<file path="config.mk">
export PLATFORM = sky130hd
export DESIGN_NAME = tkfv_cell
export DESIGN_NICKNAME = d
export VERILOG_FILES = /design/src/hdl/tkfv_pkg.sv /design/src/hdl/tkfv_cell.sv
export SDC_FILE = /design/constraint.sdc
export NUM_CORES = 1
export LEC_CHECK = 0
export BUFFER_PORTS_ARGS = -buffer_cell sky130_fd_sc_hd__buf_4
export CAP_MARGIN = 20
export CELL_PAD_IN_SITES_DETAIL_PLACEMENT = 2
export CELL_PAD_IN_SITES_GLOBAL_PLACEMENT = 2
export CORE_MARGIN = 3
export CORE_UTILIZATION = 35
export CTS_CLUSTER_DIAMETER = 100
export DETAILED_ROUTE_END_ITERATION = 10
export PLACE_DENSITY = 0.9
export REMOVE_ABC_BUFFERS = 1
export SYNTH_ARGS = -nofsm -noshare
export SYNTH_HDL_FRONTEND = slang
export SYNTH_SLANG_ARGS = --single-unit
</file>
<file path="constraint.sdc">
create_clock -name clk -period 13.31 [get_ports clk]
set_clock_uncertainty 0.15 [all_clocks]
set_input_delay 1.331 -clock clk [delete_from_list [all_inputs] [get_ports clk]]
set_output_delay 1.331 -clock clk [all_outputs]
set_load 0.01 [all_outputs]
</file>
<file path="src/hdl/tkfv_pkg.sv">
package tkfv_pkg;

  localparam int VAL_W = 32;
  localparam int CNT_W = 32;
  localparam int TOP_W = 5;

  typedef struct packed {
    logic signed [VAL_W-1:0] value;
    logic                    last_of_set;
  } tkfv_in_t;

  typedef struct packed {
    logic signed [VAL_W-1:0] element;
    logic [CNT_W-1:0]        frequency;
    logic                    last_result;
    logic                    table_overflowed;
  } tkfv_out_t;

  // counting token, walks the cell row one cell per cycle
  typedef struct packed {
    logic             live;
    logic             last;
    logic             done;
    logic             fresh;
    logic [VAL_W-1:0] val;
  } cnt_tok_t;

  // selection token, carries the best unpicked entry seen so far
  typedef struct packed {
    logic             live;
    logic             have;
    logic [CNT_W-1:0] cnt;
    logic [VAL_W-1:0] val;
  } scan_tok_t;

  // broadcast of the entry just emitted
  typedef struct packed {
    logic             valid;
    logic [VAL_W-1:0] val;
  } pick_t;

  typedef enum logic [1:0] {
    ST_COUNT,
    ST_DRAIN,
    ST_SCAN
  } tkfv_state_t;

  localparam logic [CNT_W-1:0] CNT_MAX = '1;
  localparam logic [VAL_W-1:0] SIGN_FLIP = {1'b1, {(VAL_W-1){1'b0}}};

  // higher count first, equal counts by larger signed value
  function automatic logic ranks_above(input logic [CNT_W-1:0] ca, input logic [VAL_W-1:0] va,
                                       input logic [CNT_W-1:0] cb, input logic [VAL_W-1:0] vb);
    logic r;
    if (ca != cb) begin
      r = ca > cb;
    end else begin
      r = (va ^ SIGN_FLIP) > (vb ^ SIGN_FLIP);
    end
    return r;
  endfunction

endpackage

</file>
<file path="src/hdl/tkfv_cell.sv">
module tkfv_cell (
  input  logic               clk,
  input  logic               rst_n,
  input  logic               clear,
  input  tkfv_pkg::pick_t    pick,
  input  tkfv_pkg::cnt_tok_t cnt_in,
  output tkfv_pkg::cnt_tok_t cnt_out,
  input  tkfv_pkg::scan_tok_t scan_in,
  output tkfv_pkg::scan_tok_t scan_out
);
  import tkfv_pkg::*;

  logic             valid_r, valid_nxt;
  logic             picked_r, picked_nxt;
  logic [VAL_W-1:0] val_r, val_nxt;
  logic [CNT_W-1:0] cnt_r, cnt_nxt;
  cnt_tok_t         cnt_out_r, cnt_out_nxt;
  scan_tok_t        scan_out_r, scan_out_nxt;

  always_comb begin
    valid_nxt    = valid_r;
    picked_nxt   = picked_r;
    val_nxt      = val_r;
    cnt_nxt      = cnt_r;
    cnt_out_nxt  = cnt_in;
    scan_out_nxt = scan_in;

    // count or claim
    if (cnt_in.live && !cnt_in.done) begin
      if (valid_r && val_r == cnt_in.val) begin
        if (cnt_r != CNT_MAX) begin
          cnt_nxt = cnt_r + 1'b1;
        end
        cnt_out_nxt.done = 1'b1;
      end else if (!valid_r) begin
        valid_nxt         = 1'b1;
        val_nxt           = cnt_in.val;
        cnt_nxt           = {{(CNT_W-1){1'b0}}, 1'b1};
        cnt_out_nxt.done  = 1'b1;
        cnt_out_nxt.fresh = 1'b1;
      end
    end

    // selection
    if (scan_in.live && valid_r && !picked_r &&
        (!scan_in.have || ranks_above(cnt_r, val_r, scan_in.cnt, scan_in.val))) begin
      scan_out_nxt.have = 1'b1;
      scan_out_nxt.cnt  = cnt_r;
      scan_out_nxt.val  = val_r;
    end

    if (pick.valid && valid_r && val_r == pick.val) begin
      picked_nxt = 1'b1;
    end

    if (clear) begin
      valid_nxt  = 1'b0;
      picked_nxt = 1'b0;
    end
  end

  always_ff @(posedge clk) begin
    if (!rst_n) begin
      valid_r    <= 1'b0;
      picked_r   <= 1'b0;
      cnt_out_r  <= '0;
      scan_out_r <= '0;
    end else begin
      valid_r    <= valid_nxt;
      picked_r   <= picked_nxt;
      cnt_out_r  <= cnt_out_nxt;
      scan_out_r <= scan_out_nxt;
    end
  end

  always_ff @(posedge clk) begin
    val_r <= val_nxt;
    cnt_r <= cnt_nxt;
  end

  assign cnt_out  = cnt_out_r;
  assign scan_out = scan_out_r;

endmodule

</file>
Word level (Yosys, flattened, before mapping) --
Cells that the tools add are included.
Operators by class: add/sub/neg operators 1, magnitude comparators 2, equal/unequal tests 6, multiplexer cells 9, bitwise logic cells 5, reduce and logical (&&, ||, !) cells 15
Operator list (count):
- 32-bit 2-to-1 mux | 3
- 65-bit 2-to-1 mux | 1
- 32-bit == test | 2
- 32-bit greater-than comparator | 2
- 32-bit by 1-bit adder with 32-bit output (second input constant) | 1
- 32-bit != test | 1
- 32-bit != test (second input constant) | 1
- 1-bit logical AND | 7
- 3-bit AND reduction | 2
- 1-bit inverter | 5
- 2-bit 2-to-1 mux | 2
- 2-bit by 1-bit != test with 1-bit output (second input constant) | 2
- 1-bit logical NOT | 3
- 1-bit 2-to-1 mux | 3
- 2-bit AND reduction | 1
- 2-bit OR reduction | 1
- 1-bit logical OR | 1
Storage, ports and cells: register bits after elaboration 168, input bits 138, output and inout bits 102, logic and storage cells 51

Depth between registers and ports, before layout --
Gate-level depths: netlist of run 1.
depth after elaboration 6, depth in mapped cells 12, gate-level depth less buffers 9

Worst setup path before layout of run 1 --
OpenSTA, ideal clock, no wires.
path type input -> register, from in cnt_in[6] (netlist bit), to reg cnt_r[0], enable pin, setup time 468 ps, arrival 4557 ps, data required time 12692 ps, path slack 8135 ps, stages on the path 6, buffers on the path 0, cells stage by stage xnor2_1 > nand4_1 > nor4_1 > nand4_1 > nand2_1 > nor3b_1
Between the ends: cells in the longest elaborated chain, start to end 4, elaborated cells on any way between the ends 5, classes of those cells eq/ne (3); reduce/logical (2)
Ends and longest elaborated chain:
- start, declared | line tkfv_cell.sv:6 | input tkfv_pkg::cnt_tok_t cnt_in,
- 32-bit == test * | line tkfv_cell.sv:30 | if (valid_r && val_r == cnt_in.val) begin
- 1-bit logical AND * | line tkfv_cell.sv:30
- 2-bit by 1-bit != test with 1-bit output (no source line)
- 3-bit AND reduction (no source line) *
- end signal, assigned | line tkfv_cell.sv:78 | cnt_r <= cnt_nxt;
- end, declared | line tkfv_cell.sv:16 | logic [CNT_W-1:0] cnt_r, cnt_nxt;
Every way passes the cells marked *; elsewhere a longest branch is shown, timed or not. A chain may end at the register's enable or synchronous reset.

Worst setup path in the final report of run 1 --
from in scan_in[46] (netlist bit), to reg scan_out_r, in the netlist scan_out[19]
Between the ends: cells in the longest elaborated chain, start to end 5, elaborated cells on any way between the ends 6, classes of those cells order compare (1); eq/ne (1); mux (2); reduce/logical (2)
Ends and longest elaborated chain:
- start, declared | line tkfv_cell.sv:8 | input tkfv_pkg::scan_tok_t scan_in,
- 32-bit greater-than comparator / 32-bit != test (equally long branches) | line tkfv_pkg.sv:56, tkfv_pkg.sv:55
- 1-bit 2-to-1 mux * | line tkfv_pkg.sv:55 | if (ca != cb) begin
- 1-bit logical OR * | line tkfv_cell.sv:46 | (!scan_in.have || ranks_above(cnt_r, val_r, scan_in.cnt, scan_in.val))) begin
- 1-bit logical AND * | line tkfv_cell.sv:45 | if (scan_in.live && valid_r && !picked_r &&
- 65-bit 2-to-1 mux * | line tkfv_cell.sv:45
- end signal, assigned | line tkfv_cell.sv:72 | scan_out_r <= scan_out_nxt;
- end, declared | line tkfv_cell.sv:18 | scan_tok_t scan_out_r, scan_out_nxt;
Marks and branches as above.

==> results of run 1 <==
[cells by family after synthesis]
group | share of synthesized area
AOI/OAI and AO/OA | 0.0354
xor gates and xnor gates | 0.0843
adders and majority gates | 0.0833
buffers and inverters | 0.0651
DFF | 0.410
and+or+nand+nor | 0.322
[tightest hold or removal path, stage by stage (launching register included)]
cell     delay (ns)
dfxtp_1        0.40
a41oi_1        0.07
nor2_1         0.09
[per-stage QoR]
step,total power [uW],hold WS [ns]
6_report,1350,0.449
5_1_grt,1400,0.465
4_1_cts,1360,0.457
3_5_place_dp,817,0.435
3_3_place_gp,805,0.391
2_1_floorplan,686,0.306
[power by group]
part	internal, uW	switching (uW)	total (uW)
Clock	300	238	538
Combinational	103	118	221
Sequential	564	22.3	586
Total	967	378	1350
[cell usage after synthesis, drive strengths merged (2+ instances only)]
| cell | instances | area share |
|---|---|---|
| nand4 | 225 | 0.14 |
| dfxtp | 104 | 0.21 |
| nand3 | 81 | 0.042 |
| inv | 70 | 0.027 |
| ha | 65 | 0.083 |
| edfxtp | 64 | 0.20 |
| nand4b | 64 | 0.057 |
| clkbuf | 56 | 0.022 |
| xnor2 | 50 | 0.045 |
| nor2 | 45 | 0.018 |
| xor2 | 44 | 0.039 |
| and2 | 38 | 0.024 |
| a21oi | 31 | 0.016 |
| buf | 30 | 0.017 |
| nand2 | 25 | 0.0096 |
| nor4 | 10 | 0.0064 |
| o21ai | 8 | 0.0041 |
| nor3 | 7 | 0.0036 |
| and3 | 4 | 0.0026 |
| and4 | 4 | 0.0036 |
| nand2b | 4 | 0.0026 |
| nor2b | 4 | 0.0026 |
| o211ai | 3 | 0.0023 |
| or2 | 3 | 0.0019 |
| or4 | 3 | 0.0023 |
| a21boi | 2 | 0.0015 |
| a21o | 2 | 0.0015 |
| a221oi | 2 | 0.0018 |
| a22oi | 2 | 0.0015 |
| or3 | 2 | 0.0013 |
[layer usage]
metal / global-route usage / routed length (microns) / up-vias
li1: - / - / 4342
met1: 0.293 / 15300 / 4785
met2: 0.443 / 19300 / 245
met3: 0.0593 / 2190 / 37
met4: 0.0659 / 588 / 2
met5: 0 / 20 / -
[state kept, by name (all words and copies together) (netlist names)]
signal / flops
cnt_r: 32
val_r: 32
scan_out: 66
cnt_out: 36
picked_r: 1
valid_r: 1
[how the worst max path moves through the flow]
| stage | startpoint | to | slack (ns) | cells after the start |
|---|---|---|---|---|
| 5_1_grt | scan_in[46] | scan_out[19] | 8.11 | 11 |
| 2_1_floorplan | scan_in[46] | scan_out[0] | 5.67 | 9 |
| 3_5_place_dp | scan_in[46] | scan_out[19] | 7.95 | 11 |
| 4_1_cts | scan_in[46] | scan_out[19] | 8.35 | 11 |
| 6_report | scan_in[46] | scan_out[19] | 8.48 | 11 |
| 3_3_place_gp | scan_in[46] | scan_out[62] | 8.12 | 11 |
[cell type report]
type / instances / area (sq um)
fill: 2976 / 14700
multi-input combinational: 736 / 5160
sequential: 168 / 4000
timing repair buffer: 251 / 1930
tap: 372 / 465
clock buffer: 17 / 425
inverter: 70 / 263
clock inverter: 15 / 188
antenna: 1 / 2.50
==> impl_metrics.tcl, run 1 <==
set metrics [dict create \
    area_growth_pct 27.4 \
    leakage_uw 0.00507 \
    setup_violations 0 \
    worstHoldEndpoint "picked_r" \
    path_clk_slew_ns 0.07 \
    synth_area_sq_mm 0.00977 \
    std_cell_rows 60 \
    critPathMaxStageDelay_ns 0.82 \
    drt-wirelength-per-cell_microns 22.9 \
    drt-total-wl_microns 37400 \
    placed_area_sq_mm 0.0118 \
    postRouteAntennaNets 0 \
    die-area_sq_mm 0.0299 \
    synth_cell_types 44 \
    critPathTopFamily "simple AND/OR/NAND/NOR gates" \
    via_per_inst 5.77 \
    syn_avg_cell_area_sq_um 9.21 \
    clkLatencyLatePin_ns 0.44 \
    final_common_cell "buf_4" \
    io_buffers 239 \
    cp_data_arrival_time_ns 5.05 \
    outcome "complete, no violations" \
    timing.rr.start "cnt_r[15]" \
    crit_chain "buf_4, inv_1, ha_1, nand4_1, nor4_1, o211ai_1, a311oi_1, or2_2, buf_4, nand4_1, nand4_1" \
    grt_pass1_vias 10300 \
    finalMaxSlewViolations 0 \
    synthFlopType "dfxtp_1" \
    cts_sinks 168 \
    cts_resized 0 \
    path_class "primary input to flip-flop" \
    cp_num_buf_inv 3 \
    final_nets 1447 \
    first_pass_iters 5 \
    dp_cells 1595 \
    crit_required_ns 13.53 \
    hold_viol_final 0 \
    relSlewSlack 0.231 \
    cts_tree "yes" \
    htreeDepth 4 \
    io_pins 240 \
    core_area_sq_mm 0.0272 \
    utilization 0.458 \
    synth_edf_count 64 \
    worstReg2RegEnd "scan_out[19]" \
    stdcell_area_sq_mm 0.0124 \
    cap_violations 0 \
    critPathMaxFanout 46 \
    hp-start "picked_r" \
    dr.first_iter.drc_count 548 \
    critPathMostFrequentCell "nand4_1" \
    setup_ws_ns 8.48 \
    async_flop_share 0 \
    timing.setup.tns_ns 0 \
    reg2reg_setup_slack_ns 8.95 \
    place.gp.congestion 0.798 \
    synth_seq_cells 168 \
    hpwl_microns 26500 \
    fmax_mhz 207 \
    p_per_area_mw_per_mm2 108 \
    cts_max_path_buffers 2 \
    cts_root_buffer "clkbuf_16" \
    fin_cells 1630 \
    dieHeight_microns 173 \
    min_path_cells 2 \
    final_cell_mix "248 x buf_4, 225 x nand4_1, 104 x dfxtp_1, 81 x nand3_1, 70 x inv_1" \
    grt_pass1_wl_microns 59200 \
    grt_util_all_layers 0.246 \
    reg2regPathDepth 9 \
    ir_drop_mv 0.0701 \
    grt_overflow 0 \
    fin_crit_sh 0.363 \
    crit_slowest_cell "nor4_1" \
    drc 0 \
    postCtsSetupBuffers 0 \
    fin_crit_ns 4.83 \
    yosysWarnings 0 \
    rsz0062_at_grt "false" \
    cts_buffers 17 \
    vias 9411 \
    critPathCaptureType "flip-flop" \
    worstMarginPinSlew_ns 1.15 \
    start_util 0.359 \
    dieWidth_microns 173 \
    holdCritPathClass "flip-flop to flip-flop" \
    place_ws_ns 7.95 \
    cts_hold_buf 0 \
    layout-drive-gt1-share 0.230 \
    grt_start_max_net_pins 179 \
    start_kind "primary input" \
    antenna_found_initial 2 \
    synth_seq_area_share 0.410 \
    synth_cells 1060 \
]
No activity file was read; power rests on OpenSTA's default activity.
==> inputs of run 2 (changes only) <==
Settings changed: CORE_UTILIZATION 35 to 29, PLACE_DENSITY 0.9 to 0.8.
Clock period 13.31 ns to 4.3 ns, I/O delays scaled along.
==> run 2 against run 1 <==
Effect of this change: combinational power grew to 3.1 times the previous value; hold slack got worse by 0.43 ns; final cell count grew 4.7%; non-clock buffer count increased by 5; core utilization down 7.5 points; power grew to 3.1 times the previous value; first-iteration DRC count is 23% lower; clock-buffer cell count is 2 higher; clock power grew to 3.1 times the previous value; critical endpoint is now scan_out[17]; highest routed layer unchanged.
==> impl_metrics.tcl, run 2 (synthesis results as in run 1) <==
set metrics [dict create \
    worstHoldEndpoint "val_r[11]" \
    worstReg2RegEnd "scan_out[17]" \
    grt_pass1_wl_microns 59600 \
    critPathMaxFanout 39 \
    setup_ws_ns 0.778 \
    reg2regPathDepth 10 \
    dieWidth_microns 190 \
    postCtsSetupBuffers 0 \
    final_nets 1452 \
    dieHeight_microns 190 \
    die-area_sq_mm 0.0359 \
    layout-drive-gt1-share 0.231 \
    via_per_inst 5.49 \
    cts_resized 0 \
    utilization 0.383 \
    timing.rr.start "cnt_r[29]" \
    hp-start "cnt_in[11]" \
    io_pins 240 \
    dr.first_iter.drc_count 421 \
    largest_reg_flops 66 \
    path_clk_slew_ns 0.07 \
    cts_hold_buf 0 \
    grt_pass1_vias 10100 \
    reg2reg_setup_slack_ns 0.78 \
    holdCritPathClass "primary input to flip-flop" \
    fmax_mhz 284 \
    relSlewSlack 0.240 \
    min_path_cells 1 \
    std_cell_rows 66 \
    htreeDepth 4 \
    worstMarginPinSlew_ns 1.14 \
    antenna_found_initial 2 \
    cp_data_arrival_time_ns 3.76 \
    drc 0 \
    fin_crit_ns 3.52 \
    place.gp.congestion 0.831 \
    rsz0062_at_grt "false" \
    cts_root_buffer "clkbuf_16" \
    cts_buffers 17 \
    p_per_area_mw_per_mm2 331 \
    final_cell_mix "250 x buf_4, 225 x nand4_1, 104 x dfxtp_1, 81 x nand3_1, 70 x inv_1" \
    crit_required_ns 4.53 \
    vias 9365 \
    place_ws_ns 0.871 \
    drt-total-wl_microns 38700 \
    cap_violations 0 \
    fin_crit_sh 0.819 \
    drt-wirelength-per-cell_microns 22.7 \
    postRouteAntennaNets 0 \
    holdWs_ns 0.0203 \
    final_common_cell "buf_4" \
    hold_viol_final 0 \
    io_buffers 239 \
    setup_violations 0 \
    hpwl_microns 27300 \
    grt_start_max_net_pins 177 \
    critPathCaptureType "flip-flop" \
    area_growth_pct 29.0 \
    ir_drop_mv 0.273 \
    cts_sinks 168 \
    timing.setup.tns_ns 0 \
    leakage_uw 0.00510 \
    core_area_sq_mm 0.0329 \
    cts_max_path_buffers 2 \
    finalMaxSlewViolations 0 \
    clkLatencyLatePin_ns 0.46 \
    path_class "flip-flop to flip-flop" \
    grt_overflow 0 \
    grt_util_all_layers 0.214 \
    start_kind "flip-flop" \
    outcome "complete, no violations" \
    start_util 0.297 \
    first_pass_iters 5 \
    cts_tree "yes" \
]
==> run 2: metal layers <==
layer | track usage | part of all wire | vias to the layer above
met1 | 0.256 | 0.41 | 4745
met3 | 0.0615 | 0.066 | 34
met2 | 0.374 | 0.50 | 238
met5 | 0 | 0.00052 | -
li1 | - | - | 4346
met4 | 0.0608 | 0.017 | 2
==> run 2: final cells by class <==
cell class,instances,area [sq um]
Fill cell,3676,20300
Timing Repair Buffer,256,2000
Sequential cell,168,4000
Antenna cell,2,5.00
Clock buffer,19,454
Inverter,70,263
Multi-Input combinational cell,736,5160
Tap cell,442,553
Clock inverter,13,153
==> run 2: worst max-delay path: stages, from the launching register on <==
cell,delay [ns]
edfxtp_1,0.50
ha_1,0.36
nand4_1,0.21
nor4_1,0.37
buf_4,0.22
o211ai_1,0.12
a311oi_1,0.42
or2_2,0.21
buf_4,0.47
nand4_1,0.21
nand4_1,0.19
==> run 2: worst max-delay path by stage <==
stage                startpoint           end  cells past startpoint
floorplan           scan_in[46]   scan_out[0]                      9
global placement    scan_in[46]  scan_out[57]                     11
detailed placement    val_r[30]  scan_out[26]                      8
CTS                   cnt_r[29]  scan_out[17]                     10
global route          cnt_r[29]  scan_out[17]                     10
finish                cnt_r[29]  scan_out[17]                     10
==> run 2: where the power goes <==
group,internal [uW],switching [uW]
clock network,943,723
logic,323,368
registers,1750,68.7
total,3010,1160
==> run 2: through the flow <==
step | total power (uW) | cells | area [sq um]
finish | 4170 | 1706 | 12600
CTS | 4220 | 1703 | 12600
global route | 4360 | 1705 | 12600
global placement | 2510 | 1671 | 12000
floorplan | 2120 | 974 | 9390
detailed placement | 2540 | 1671 | 12000
